<file path="config.mk">
export PLATFORM = sky130hd
export DESIGN_NAME = eight_bit_alu_with_flags
export DESIGN_NICKNAME = d
export VERILOG_FILES = /design/src/rtl/ealu_pkg.sv /design/src/rtl/ealu_core.sv /design/src/rtl/eight_bit_alu_with_flags.sv
export SDC_FILE = /design/constraint.sdc
export NUM_CORES = 1
export LEC_CHECK = 0
export BUFFER_PORTS_ARGS = -buffer_cell sky130_fd_sc_hd__buf_4
export CAP_MARGIN = 20
export CORE_MARGIN = 5
export CORE_UTILIZATION = 40
export DETAILED_ROUTE_END_ITERATION = 7
export PLACE_DENSITY = 0.58
export SYNTH_ARGS = -nofsm -noshare
export SYNTH_HDL_FRONTEND = slang
export SYNTH_HIERARCHICAL = 1
export SYNTH_SLANG_ARGS = --single-unit
</file>
<file path="constraint.sdc">
create_clock -name clk_i -period 11.55 [get_ports clk_i]
set_clock_uncertainty 0.15 [all_clocks]
set_input_delay 0.5775 -clock clk_i [delete_from_list [all_inputs] [get_ports clk_i]]
set_output_delay 0.5775 -clock clk_i [all_outputs]
set_load 0.02 [all_outputs]
</file>
<file path="src/rtl/ealu_pkg.sv">
// Shared operation codes, widths and flag type for the eight-bit ALU.
package ealu_pkg;

  localparam int unsigned KindW   = 5;
  localparam int unsigned WordW   = 16;
  localparam int unsigned ByteW   = 8;
  localparam int unsigned IdxW    = 3;
  localparam int unsigned InDataW  = 40;  // 35 used bits padded to bytes
  localparam int unsigned OutDataW = 24;  // 20 used bits padded to bytes

  localparam logic [KindW-1:0] OpInc8  = 5'd0;
  localparam logic [KindW-1:0] OpDec8  = 5'd1;
  localparam logic [KindW-1:0] OpInc16 = 5'd2;
  localparam logic [KindW-1:0] OpDec16 = 5'd3;
  localparam logic [KindW-1:0] OpAdd   = 5'd4;
  localparam logic [KindW-1:0] OpAdc   = 5'd5;
  localparam logic [KindW-1:0] OpSub   = 5'd6;
  localparam logic [KindW-1:0] OpSbc   = 5'd7;
  localparam logic [KindW-1:0] OpAnd   = 5'd8;
  localparam logic [KindW-1:0] OpOr    = 5'd9;
  localparam logic [KindW-1:0] OpXor   = 5'd10;
  localparam logic [KindW-1:0] OpCp    = 5'd11;
  localparam logic [KindW-1:0] OpCpl   = 5'd12;
  localparam logic [KindW-1:0] OpAdd16 = 5'd13;
  localparam logic [KindW-1:0] OpRla   = 5'd14;
  localparam logic [KindW-1:0] OpRra   = 5'd15;
  localparam logic [KindW-1:0] OpRlc   = 5'd16;
  localparam logic [KindW-1:0] OpRl    = 5'd17;
  localparam logic [KindW-1:0] OpRrc   = 5'd18;
  localparam logic [KindW-1:0] OpRr    = 5'd19;
  localparam logic [KindW-1:0] OpSla   = 5'd20;
  localparam logic [KindW-1:0] OpSra   = 5'd21;
  localparam logic [KindW-1:0] OpSwap  = 5'd22;
  localparam logic [KindW-1:0] OpSrl   = 5'd23;
  localparam logic [KindW-1:0] OpSet   = 5'd24;
  localparam logic [KindW-1:0] OpRes   = 5'd25;
  localparam logic [KindW-1:0] OpBit   = 5'd26;

  typedef struct packed {
    logic z;
    logic n;
    logic h;
    logic c;
  } flags_t;

  typedef struct packed {
    logic [KindW-1:0] kind;
    logic [WordW-1:0] operand_a;
    logic [WordW-1:0] operand_b;
    logic [IdxW-1:0]  bit_index;
  } op_t;

endpackage

</file>
<file path="src/rtl/ealu_core.sv">
// Combinational ALU datapath: one operation, result and next flags.
module ealu_core (
  input  ealu_pkg::op_t                 op_i,
  input  ealu_pkg::flags_t              flags_i,
  output logic [ealu_pkg::WordW-1:0]    result_o,
  output ealu_pkg::flags_t              flags_o
);

  logic [7:0]  a, b, bmask;
  logic        cin;
  logic [8:0]  add9, sub9;
  logic [4:0]  addh, subh;
  logic [16:0] add17;
  logic [12:0] add13;
  logic [7:0]  r8;

  assign a     = op_i.operand_a[7:0];
  assign b     = op_i.operand_b[7:0];
  assign bmask = 8'h01 << op_i.bit_index;

  // carry in used only by adc/sbc; rotates read flags_i.c directly
  assign cin = ((op_i.kind == ealu_pkg::OpAdc) || (op_i.kind == ealu_pkg::OpSbc))
               ? flags_i.c : 1'b0;

  assign add9  = {1'b0, a} + {1'b0, b} + {8'd0, cin};
  assign addh  = {1'b0, a[3:0]} + {1'b0, b[3:0]} + {4'd0, cin};
  assign sub9  = {1'b0, a} - {1'b0, b} - {8'd0, cin};
  assign subh  = {1'b0, a[3:0]} - {1'b0, b[3:0]} - {4'd0, cin};
  assign add17 = {1'b0, op_i.operand_a} + {1'b0, op_i.operand_b};
  assign add13 = {1'b0, op_i.operand_a[11:0]} + {1'b0, op_i.operand_b[11:0]};

  always_comb begin
    flags_o  = flags_i;
    r8       = 8'd0;
    result_o = '0;
    unique case (op_i.kind)
      ealu_pkg::OpInc8: begin
        r8 = a + 8'd1;
        flags_o.z = (r8 == 8'd0);
        flags_o.n = 1'b0;
        flags_o.h = (a[3:0] == 4'hF);
      end
      ealu_pkg::OpDec8: begin
        r8 = a - 8'd1;
        flags_o.z = (r8 == 8'd0);
        flags_o.n = 1'b1;
        flags_o.h = (a[3:0] == 4'h0);
      end
      ealu_pkg::OpAdd, ealu_pkg::OpAdc: begin
        r8 = add9[7:0];
        flags_o = '{z: (r8 == 8'd0), n: 1'b0, h: addh[4], c: add9[8]};
      end
      ealu_pkg::OpSub, ealu_pkg::OpSbc, ealu_pkg::OpCp: begin
        // cp keeps operand a as result, flags as for sub
        r8 = (op_i.kind == ealu_pkg::OpCp) ? a : sub9[7:0];
        flags_o = '{z: (sub9[7:0] == 8'd0), n: 1'b1, h: subh[4], c: sub9[8]};
      end
      ealu_pkg::OpAnd: begin
        r8 = a & b;
        flags_o = '{z: (r8 == 8'd0), n: 1'b0, h: 1'b1, c: 1'b0};
      end
      ealu_pkg::OpOr: begin
        r8 = a | b;
        flags_o = '{z: (r8 == 8'd0), n: 1'b0, h: 1'b0, c: 1'b0};
      end
      ealu_pkg::OpXor: begin
        r8 = a ^ b;
        flags_o = '{z: (r8 == 8'd0), n: 1'b0, h: 1'b0, c: 1'b0};
      end
      ealu_pkg::OpCpl: begin
        r8 = ~a;
        flags_o.n = 1'b1;
        flags_o.h = 1'b1;
      end
      ealu_pkg::OpRla, ealu_pkg::OpRl: begin
        r8 = {a[6:0], flags_i.c};
        flags_o = '{z: (op_i.kind == ealu_pkg::OpRl) && (r8 == 8'd0),
                    n: 1'b0, h: 1'b0, c: a[7]};
      end
      ealu_pkg::OpRra, ealu_pkg::OpRr: begin
        r8 = {flags_i.c, a[7:1]};
        flags_o = '{z: (op_i.kind == ealu_pkg::OpRr) && (r8 == 8'd0),
                    n: 1'b0, h: 1'b0, c: a[0]};
      end
      ealu_pkg::OpRlc: begin
        r8 = {a[6:0], a[7]};
        flags_o = '{z: (r8 == 8'd0), n: 1'b0, h: 1'b0, c: a[7]};
      end
      ealu_pkg::OpRrc: begin
        r8 = {a[0], a[7:1]};
        flags_o = '{z: (r8 == 8'd0), n: 1'b0, h: 1'b0, c: a[0]};
      end
      ealu_pkg::OpSla: begin
        r8 = {a[6:0], 1'b0};
        flags_o = '{z: (r8 == 8'd0), n: 1'b0, h: 1'b0, c: a[7]};
      end
      ealu_pkg::OpSra: begin
        r8 = {a[7], a[7:1]};
        flags_o = '{z: (r8 == 8'd0), n: 1'b0, h: 1'b0, c: a[0]};
      end
      ealu_pkg::OpSwap: begin
        r8 = {a[3:0], a[7:4]};
        flags_o = '{z: (r8 == 8'd0), n: 1'b0, h: 1'b0, c: 1'b0};
      end
      ealu_pkg::OpSrl: begin
        r8 = {1'b0, a[7:1]};
        flags_o = '{z: (r8 == 8'd0), n: 1'b0, h: 1'b0, c: a[0]};
      end
      ealu_pkg::OpSet: r8 = a | bmask;
      ealu_pkg::OpRes: r8 = a & ~bmask;
      ealu_pkg::OpBit: begin
        r8 = a;
        flags_o.z = ((a & bmask) == 8'd0);
        flags_o.n = 1'b0;
        flags_o.h = 1'b1;
      end
      default: r8 = 8'd0;  // undefined codes and 16-bit ops
    endcase

    // 16-bit ops bypass the byte path
    unique case (op_i.kind)
      ealu_pkg::OpInc16: result_o = op_i.operand_a + 16'd1;
      ealu_pkg::OpDec16: result_o = op_i.operand_a - 16'd1;
      ealu_pkg::OpAdd16: begin
        result_o  = add17[15:0];
        flags_o.n = 1'b0;
        flags_o.h = add13[12];
        flags_o.c = add17[16];
      end
      default: result_o = {8'd0, r8};
    endcase
  end

endmodule

</file>
<file path="src/rtl/eight_bit_alu_with_flags.sv">
// Top level of the eight-bit ALU with Z/N/H/C flags and stream ports.
// Datapath: an input register, then the ALU feeds the result register.
// Throughput: one word per cycle while m_axis_tready is high; the flag register is written in the same
//   edge that loads the result register, so the next op sees fresh flags.
// Reset: rst_ni async active low clears both valid bits and all flags.
module eight_bit_alu_with_flags (
  input  logic                             clk_i,
  input  logic                             rst_ni,
  input  logic                             s_axis_tvalid,
  output logic                             s_axis_tready,
  // tdata: [15:0] operand_a, [31:16] operand_b, [34:32] bit_index, [39:35] zero
  input  logic [ealu_pkg::InDataW-1:0]     s_axis_tdata,
  // tuser: [4:0] kind
  input  logic [ealu_pkg::KindW-1:0]       s_axis_tuser,
  output logic                             m_axis_tvalid,
  input  logic                             m_axis_tready,
  // tdata: [15:0] result, [16] zero_flag, [17] subtract_flag,
  //        [18] half_carry_flag, [19] carry_flag, [23:20] zero
  output logic [ealu_pkg::OutDataW-1:0]    m_axis_tdata
);

  // input stage
  logic             in_vld_q, in_vld_d;
  ealu_pkg::op_t    in_op_q;
  logic             in_load;

  // result stage (output register)
  logic                         out_vld_q, out_vld_d;
  logic [ealu_pkg::WordW-1:0]   out_res_q;
  ealu_pkg::flags_t             out_flg_q;

  // architectural flags
  ealu_pkg::flags_t flags_q, flags_d;

  logic [ealu_pkg::WordW-1:0] alu_res;
  ealu_pkg::flags_t           alu_flg;
  logic                       advance;

  // input stage moves on whenever the result register is free or draining
  assign advance       = in_vld_q && (!out_vld_q || m_axis_tready);
  assign s_axis_tready = !in_vld_q || advance;
  assign in_load       = s_axis_tvalid && s_axis_tready;

  assign in_vld_d  = in_load || (in_vld_q && !advance);
  assign out_vld_d = advance || (out_vld_q && !m_axis_tready);
  assign flags_d   = advance ? alu_flg : flags_q;

  ealu_core u_core (
    .op_i     (in_op_q),
    .flags_i  (flags_q),
    .result_o (alu_res),
    .flags_o  (alu_flg)
  );

  always_ff @(posedge clk_i or negedge rst_ni) begin
    if (!rst_ni) begin
      in_vld_q  <= 1'b0;
      out_vld_q <= 1'b0;
      flags_q   <= '0;
    end else begin
      in_vld_q  <= in_vld_d;
      out_vld_q <= out_vld_d;
      flags_q   <= flags_d;
    end
  end

  // payload registers, no reset
  always_ff @(posedge clk_i) begin
    if (in_load) begin
      in_op_q.kind      <= s_axis_tuser;
      in_op_q.operand_a <= s_axis_tdata[15:0];
      in_op_q.operand_b <= s_axis_tdata[31:16];
      in_op_q.bit_index <= s_axis_tdata[34:32];
    end
    if (advance) begin
      out_res_q <= alu_res;
      out_flg_q <= alu_flg;
    end
  end

  assign m_axis_tvalid = out_vld_q;
  assign m_axis_tdata  = {4'd0, out_flg_q.c, out_flg_q.h, out_flg_q.n, out_flg_q.z,
                          out_res_q};

endmodule

</file>
==> flow_summary.ini, run 1 <==
[sta]
fin_crit_ns = 4.46
fmax_mhz = 224
worst_pin_slew_ns = 1.08
fin_setup_tns_ns = 0
period_share_pct = 38.6
maxSlewViolCount = 0
rsz0062_at_grt = false
hold_violations = 0
slew_headroom_pct = 27.9
setup_viol = 0

[worst_setup_path]
path_class = register to register
slowest_delay_ns = 0.70
cp.arrival_ns = 4.54
cp_top_family = simple AND/OR/NAND/NOR gates
cp_num_buf_inv = 1
path_max_fanout = 20
r2r_cells = 14
path_depth = 14
end_kind = register
startpoint_type = register
cp_slowest_cell = edfxtp_1
cp.required_ns = 11.63
crit_path_cell_trace = inv_1 -> nand2_2 -> nor2_1 -> nand3_1 -> fa_1 -> ha_1 -> a211oi_2 -> o22ai_1 -> or4b_1 -> o21ai_0 -> nand4b_1 -> a41o_1 -> o41ai_1 -> mux2_4
r2r_setup_slack_ns = 7.09

[grt]
grt_pass1_vias = 5893
grt_usage_pct = 24.1
grt_overflow = 0
antenna_found_initial = 0
grt_first_pass_wirelength_um = 33800
grt_max_degree = 41

[clock_network]
post_cts_resized = 0
path_clk_slew_ns = 0.06
clkLatencyLatePin_ns = 0.35
cts.sinks = 66
cts_buffers = 9
cts.path.max_buffers = 2
cts_max_level = 3
cts_tree = done
cts_root_buf = clkbuf_16

[floorplanning]
coreArea_um2 = 15800
placementRows = 46
die_h_um = 137
dieArea_um2 = 18700
die_x_um = 137
start_util_pct = 40.5
io-pin-count = 75

[place]
dp_hpwl_um = 16600
routabilityCongestion = 0.984
port_buffers = 65

[synth]
synth-seq-cells = 66
syn_avg_cell_area_um2 = 8.83
yosys_warnings = 6
synth_edf_count = 60
async_flop_share_pct = 9.09
ys_types = 83
syn_area_um2 = 6410
ys_seq_area_share_pct = 30.5
ys.flop_type = edfxtp_1
syn_inst = 726

[outcome]
status = finished with violations
violations = design-rule violations

[detailed_routing]
routed_wl_um = 22200
vias = 6132
drtIter0Drc = 835
drt-pass1-iter-count = 8
ant_nets = 0
wl_per_cell_um = 22.4
drcViolationCount = 5
vias_per_cell = 6.19

[final_layout]
synthToLayoutAreaGrowth_pct = 14.0
nets = 882
antenna_cells = 0
final_common_cell = buf_4
final_cell_mix = buf_4, o21ai_0, edfxtp_1
fin_util_pct = 46.2
drive_gt1_share_pct = 14.6

[power]
clkPwrFrac_pct = 32.1
leakagePower_nw = 2.91
combPwrFrac_pct = 31.6
power.switching_fraction_pct = 34.9
powerDensity_nw_per_um2 = 118
cellInternalPower_mw = 0.561
max-vdd-ir-drop_uv = 70.9
seqPwrFrac_pct = 36.3
p_switching_mw = 0.300

[hold_path]
hold_path_class = primary input to register
hold_depth = 1

[run]
maxCapViolCount = 0
==> path summary, 6_finish.rpt <==
check / startpoint / end
min: s_axis_tuser[2] / in_op_q[37]$_DFFE_PP_
max reg2reg: in_op_q[38]$_DFFE_PP_ / flags_q[3]$_DFFE_PN0P_
min in group asynchronous: rst_ni / flags_q[1]$_DFFE_PN0P_
max: in_op_q[38]$_DFFE_PP_ / flags_q[3]$_DFFE_PN0P_
min reg2reg: flags_q[1]$_DFFE_PN0P_ / flags_q[1]$_DFFE_PN0P_
max in group asynchronous: rst_ni / flags_q[0]$_DFFE_PN0P_
==> worst register-to-register path: cells and delay by family (launching register included) <==
kind,cells,cell delay (ns)
AO/OA/AOI/OAI,5,0.89
buffers and inverters,1,0.23
multiplexers,1,0.28
AND/OR/NAND/NOR,5,1.30
flip-flops,1,0.70
adder cells (fa/ha/maj),2,0.79
==> Yosys cell counts (7+ instances only) <==
cell / number / area (µm²)
a211oi_1: 8 / 60.1
nand3_1: 30 / 150
inv_1: 35 / 131
a31oi_1: 12 / 75.1
nor3_1: 17 / 85.1
a21o_1: 13 / 97.6
buf_4: 7 / 52.6
o211ai_1: 8 / 60.1
ha_1: 57 / 713
xor2_1: 21 / 184
o22ai_1: 18 / 113
a222oi_1: 7 / 70.1
nand2_1: 55 / 206
nor2_1: 44 / 165
nand4_1: 12 / 75.1
a22oi_1: 10 / 75.1
nor2b_1: 7 / 43.8
edfxtp_1: 60 / 1800
clkbuf_1: 15 / 56.3
a21oi_1: 45 / 225
o21a_1: 7 / 52.6
xnor2_1: 28 / 245
o21ai_0: 61 / 305
nand2b_1: 8 / 50.1
buf_2: 15 / 75.1
==> power groups by stage <==
stage                     Sequential, mW  Combinational [mW]  Clock, mW
after floorplan                    0.313               0.182          0
after global routing               0.316               0.293      0.294
after global placement             0.316               0.263          0
after CTS                          0.312               0.268      0.285
final                              0.312               0.272      0.277
after detailed placement           0.317               0.266          0
==> registers in the layout (all words and copies together), names as in the netlist <==
| register | count |
|---|---|
| in_op_q | 40 |
| out_res_q | 16 |
| flags_q | 4 |
| m_axis_tdata | 4 |
| in_vld_q | 1 |
| m_axis_tvalid | 1 |
==> cell type report <==
cell class | count | area [µm²]
fillers | 1537 | 8520
multi-input cells | 584 | 4110
flip-flops and latches | 66 | 1950
repair buffers | 73 | 551
well taps | 216 | 270
clock buffers | 9 | 225
inverters | 36 | 135
clock inverters | 7 | 68.8
==> what timing repair did <==
action / 4_1_cts / 5_1_grt
hold buffers: 1 / 0
setup endpoints to repair: 0 / 0
buffers inserted: 0 / 0
hold endpoints to repair: 6 / 0
==> stage by stage <==
step	worst slack (ns)	total power, mW	cell area, µm²	std cells	hold WS, ns
detailed placement	7.20	0.583	7000	974	0.242
global route	6.92	0.902	7310	991	0.239
finish	7.09	0.861	7310	991	0.250
floorplan	7.94	0.495	6420	729	0.132
CTS	7.17	0.865	7310	991	0.235
global placement	7.24	0.580	7000	974	0.240
==> per-layer routing <==
| metal | wire, µm | up-vias | GRT usage (%) |
|---|---|---|---|
| met1 | 9350 | 2940 | 32.4 |
| met4 | 951 | 0 | 13.0 |
| li1 | - | 2807 | - |
| met5 | 0 | - | 0 |
| met3 | 1810 | 62 | 4.41 |
| met2 | 10100 | 323 | 36.6 |
==> logic make-up after synthesis <==
group,count (synthesis),share of synthesized area (%)
AO/OA/AOI/OAI,233,23.6
XOR/XNOR,49,6.70
adder cells (fa/ha/maj),63,13.0
buffers and inverters,79,5.70
flip-flops,66,30.5
multiplexers,12,2.24
other,1,0.0585
AND/OR/NAND/NOR,223,18.3
No activity file was read; power rests on OpenSTA's default activity.
==> run 2: changes to the inputs <==
--- a/config.mk
+++ b/config.mk
@@ -5,12 +5,13 @@
 export SDC_FILE = /design/constraint.sdc
 export NUM_CORES = 1
 export LEC_CHECK = 0
+export ABC_AREA = 1
 export BUFFER_PORTS_ARGS = -buffer_cell sky130_fd_sc_hd__buf_4
 export CAP_MARGIN = 20
 export CORE_MARGIN = 5
 export CORE_UTILIZATION = 40
 export DETAILED_ROUTE_END_ITERATION = 7
-export PLACE_DENSITY = 0.58
+export PLACE_DENSITY = 0.6
 export SYNTH_ARGS = -nofsm -noshare
 export SYNTH_HDL_FRONTEND = slang
 export SYNTH_HIERARCHICAL = 1
==> constraint.sdc (replaced) <==
create_clock -name clk_i -period 4.1 [get_ports clk_i]
set_clock_uncertainty 0.15 [all_clocks]
set_input_delay 0.205 -clock clk_i [delete_from_list [all_inputs] [get_ports clk_i]]
set_output_delay 0.205 -clock clk_i [all_outputs]
set_load 0.02 [all_outputs]
==> run 2 against run 1 <==
The run now ends clean. Core utilization is 3.9 points higher. Sequential power increased to 2.7 times the previous value. Final cell count is 35% higher. Critical path depth increased by 4. Synthesized area up 4.2%. Synthesized cell count is 36% higher. First-iteration DRC count fell by 38%. Combinational power grew to 3.0 times the previous value. Die area grew 3.9%. Critical endpoint unchanged. Largest power group unchanged. Highest routed layer unchanged.
==> flow_summary.ini, run 2 <==
[sta]
fin_crit_ns = 3.58
fmax_mhz = 279
maxSlewViolCount = 0
hold_violations = 0
setup_viol = 0
fin_setup_tns_ns = 0
period_share_pct = 87.4
slew_headroom_pct = 36.7
worst_pin_slew_ns = 0.948
rsz0062_at_grt = false

[detailed_routing]
drcViolationCount = 0
drtIter0Drc = 519
vias = 7260
ant_nets = 0
routed_wl_um = 24500
wl_per_cell_um = 18.3
vias_per_cell = 5.44
drt-pass1-iter-count = 5

[worst_setup_path]
r2r_setup_slack_ns = 0.52
startpoint_type = register
slowest_delay_ns = 0.50
cp_slowest_cell = edfxtp_1
cp_top_family = simple AND/OR/NAND/NOR gates
cp.required_ns = 4.23
end_kind = register
path_class = register to register
cp_num_buf_inv = 5
cpMostUsedCell = nand2_1
cp.arrival_ns = 3.71
endpoint = flags_q[3]$_DFFE_PN0P_
crit_path_cell_trace = inv_2 -> nand3_1 -> nor3_1 -> buf_4 -> inv_1 -> fa_1 -> fa_1 -> inv_1 -> nand2_1 -> nand2_1 -> nand2_1 -> inv_1 -> o21bai_1 -> xnor2_1 -> nand4_1 -> a21oi_1 -> nand3_1 -> nand2_1
path_max_fanout = 7
r2r-end = flags_q[3]$_DFFE_PN0P_
critPathLaunch = in_op_q[38]$_DFFE_PP_
r2r_start = in_op_q[38]$_DFFE_PP_
r2r_cells = 18
path_depth = 18

[grt]
grt_usage_pct = 24.8
grt_max_degree = 41
grt_first_pass_wirelength_um = 37100
grt_overflow = 0
antenna_found_initial = 0
grt_pass1_vias = 6444

[power]
leakagePower_nw = 3.97
max-vdd-ir-drop_uv = 238
powerDensity_nw_per_um2 = 303

[synth]
yosysMostFrequentCell = nand2_1
ys_types = 45
synth_edf_count = 60
syn_area_um2 = 6680
synth_top_area_share_pct = 27.0
synth-seq-cells = 66
ys_top_cells_by_count = nand2_1, inv_1, nor2_1
ys_seq_area_share_pct = 29.2
ys.flop_type = edfxtp_1
syn_inst = 989
syn_avg_cell_area_um2 = 6.75
synth_area_leaders = edfxtp_1, nand2_1, ha_1
async_flop_share_pct = 9.09
yosys_warnings = 6
yosys.area.top_type = edfxtp_1

[hold_path]
hold_path_class = primary input to register

[floorplanning]
coreArea_um2 = 16500
dieArea_um2 = 19400
io-pin-count = 75
placementRows = 47
die_h_um = 139
start_util_pct = 40.5
die_x_um = 139

[clock_network]
cts.path.max_buffers = 2
clkLatencyLatePin_ns = 0.34
cts_max_level = 3
cts_tree = done
path_clk_slew_ns = 0.06
post-cts-setup-buffers = 0
cts.sinks = 66
cts_buffers = 9
cts_root_buf = clkbuf_16
post_cts_resized = 0

[final_layout]
drive_gt1_share_pct = 12.8
final_common_cell = nand2_1
antenna_cells = 0
final_cells = 1335
final_cell_mix = nand2_1, inv_1, nor2_1
largest_register_ffs = 40
nets = 1222
synthToLayoutAreaGrowth_pct = 23.5
final_cell_area_um2 = 8250
top_register = in_op_q
top_regs = in_op_q (40), out_res_q (16)

[place]
dp_hpwl_um = 19000
dpl.cell_count = 1277
placed_area_um2 = 7510
port_buffers = 65
routabilityCongestion = 0.986

[outcome]
status = complete, no violations

[run]
maxCapViolCount = 0
-- run 2: repair_timing --
action / CTS / global route
endpoints found under the hold margin: 47 / 0
hold buffers: 42 / 0
endpoints found under the setup margin: 0 / 0
-- run 2: cell type report --
type / instances / area [µm²]
Clock buffer: 9 / 225
Fill cell: 1726 / 8220
Sequential cell: 66 / 1950
Timing Repair Buffer: 132 / 1100
Multi-Input combinational cell: 770 / 4110
Clock inverter: 7 / 93.8
Tap cell: 220 / 275
Inverter: 131 / 492
-- run 2: where the power goes --
| part | internal (mW) | switching [mW] | total, mW | leakage (nW) |
|---|---|---|---|---|
| Sequential | 0.814 | 0.0385 | 0.852 | 0.654 |
| Combinational | 0.291 | 0.525 | 0.816 | 3.17 |
| Clock | 0.531 | 0.301 | 0.832 | 0.153 |
| Total | 1.63 | 0.865 | 2.50 | 3.97 |
-- run 2: metal layers --
metal	wire (µm)	GRT usage, %
met1	10900	35.2
met2	10700	37.5
met3	1940	4.38
met5	0	0
met4	900	9.89
-- run 2: cell families (layout without fill, tap and decap cells) --
group,Yosys count,count (layout),share of synthesized area [%]
xor gates and xnor gates,9,9,1.18
DFF,66,66,29.2
and+or+nand+nor,540,540,34.6
other,1,4,0.0562
adders and majority gates,63,63,12.5
AOI/OAI and AO/OA,154,154,13.1
buffers and inverters,156,279,9.35
-- run 2: tightest hold or removal path, stage by stage --
cell     delay (ns)
buf_4          0.08
inv_1          0.04
nand2_2        0.11
nand2_1        0.06
-- run 2: per-stage QoR --
stage	setup slack (ns)	hold slack, ns	total power, mW	utilization [%]
finish	0.516	0.0354	2.50	50.1
CTS	0.571	0.0271	2.51	50.1
global placement	0.659	-0.134	1.63	45.6
floorplan	0.895	-0.241	1.35	-
global route	0.268	0.0532	2.64	50.1
detailed placement	0.610	-0.133	1.64	45.6
-- run 2: worst min-delay path by stage --
stage	startpoint	to	slack, ns	cells past startpoint
final	m_axis_tready	m_axis_tvalid$_DFF_PN0_	0.04	4
after CTS	m_axis_tready	m_axis_tvalid$_DFF_PN0_	0.03	4
after global placement	rst_ni	m_axis_tvalid$_DFF_PN0_	-0.13	1
after floorplan	rst_ni	flags_q[0]$_DFFE_PN0P_	-0.24	0
after detailed placement	rst_ni	flags_q[2]$_DFFE_PN0P_	-0.13	1
after global routing	m_axis_tready	m_axis_tvalid$_DFF_PN0_	0.05	4
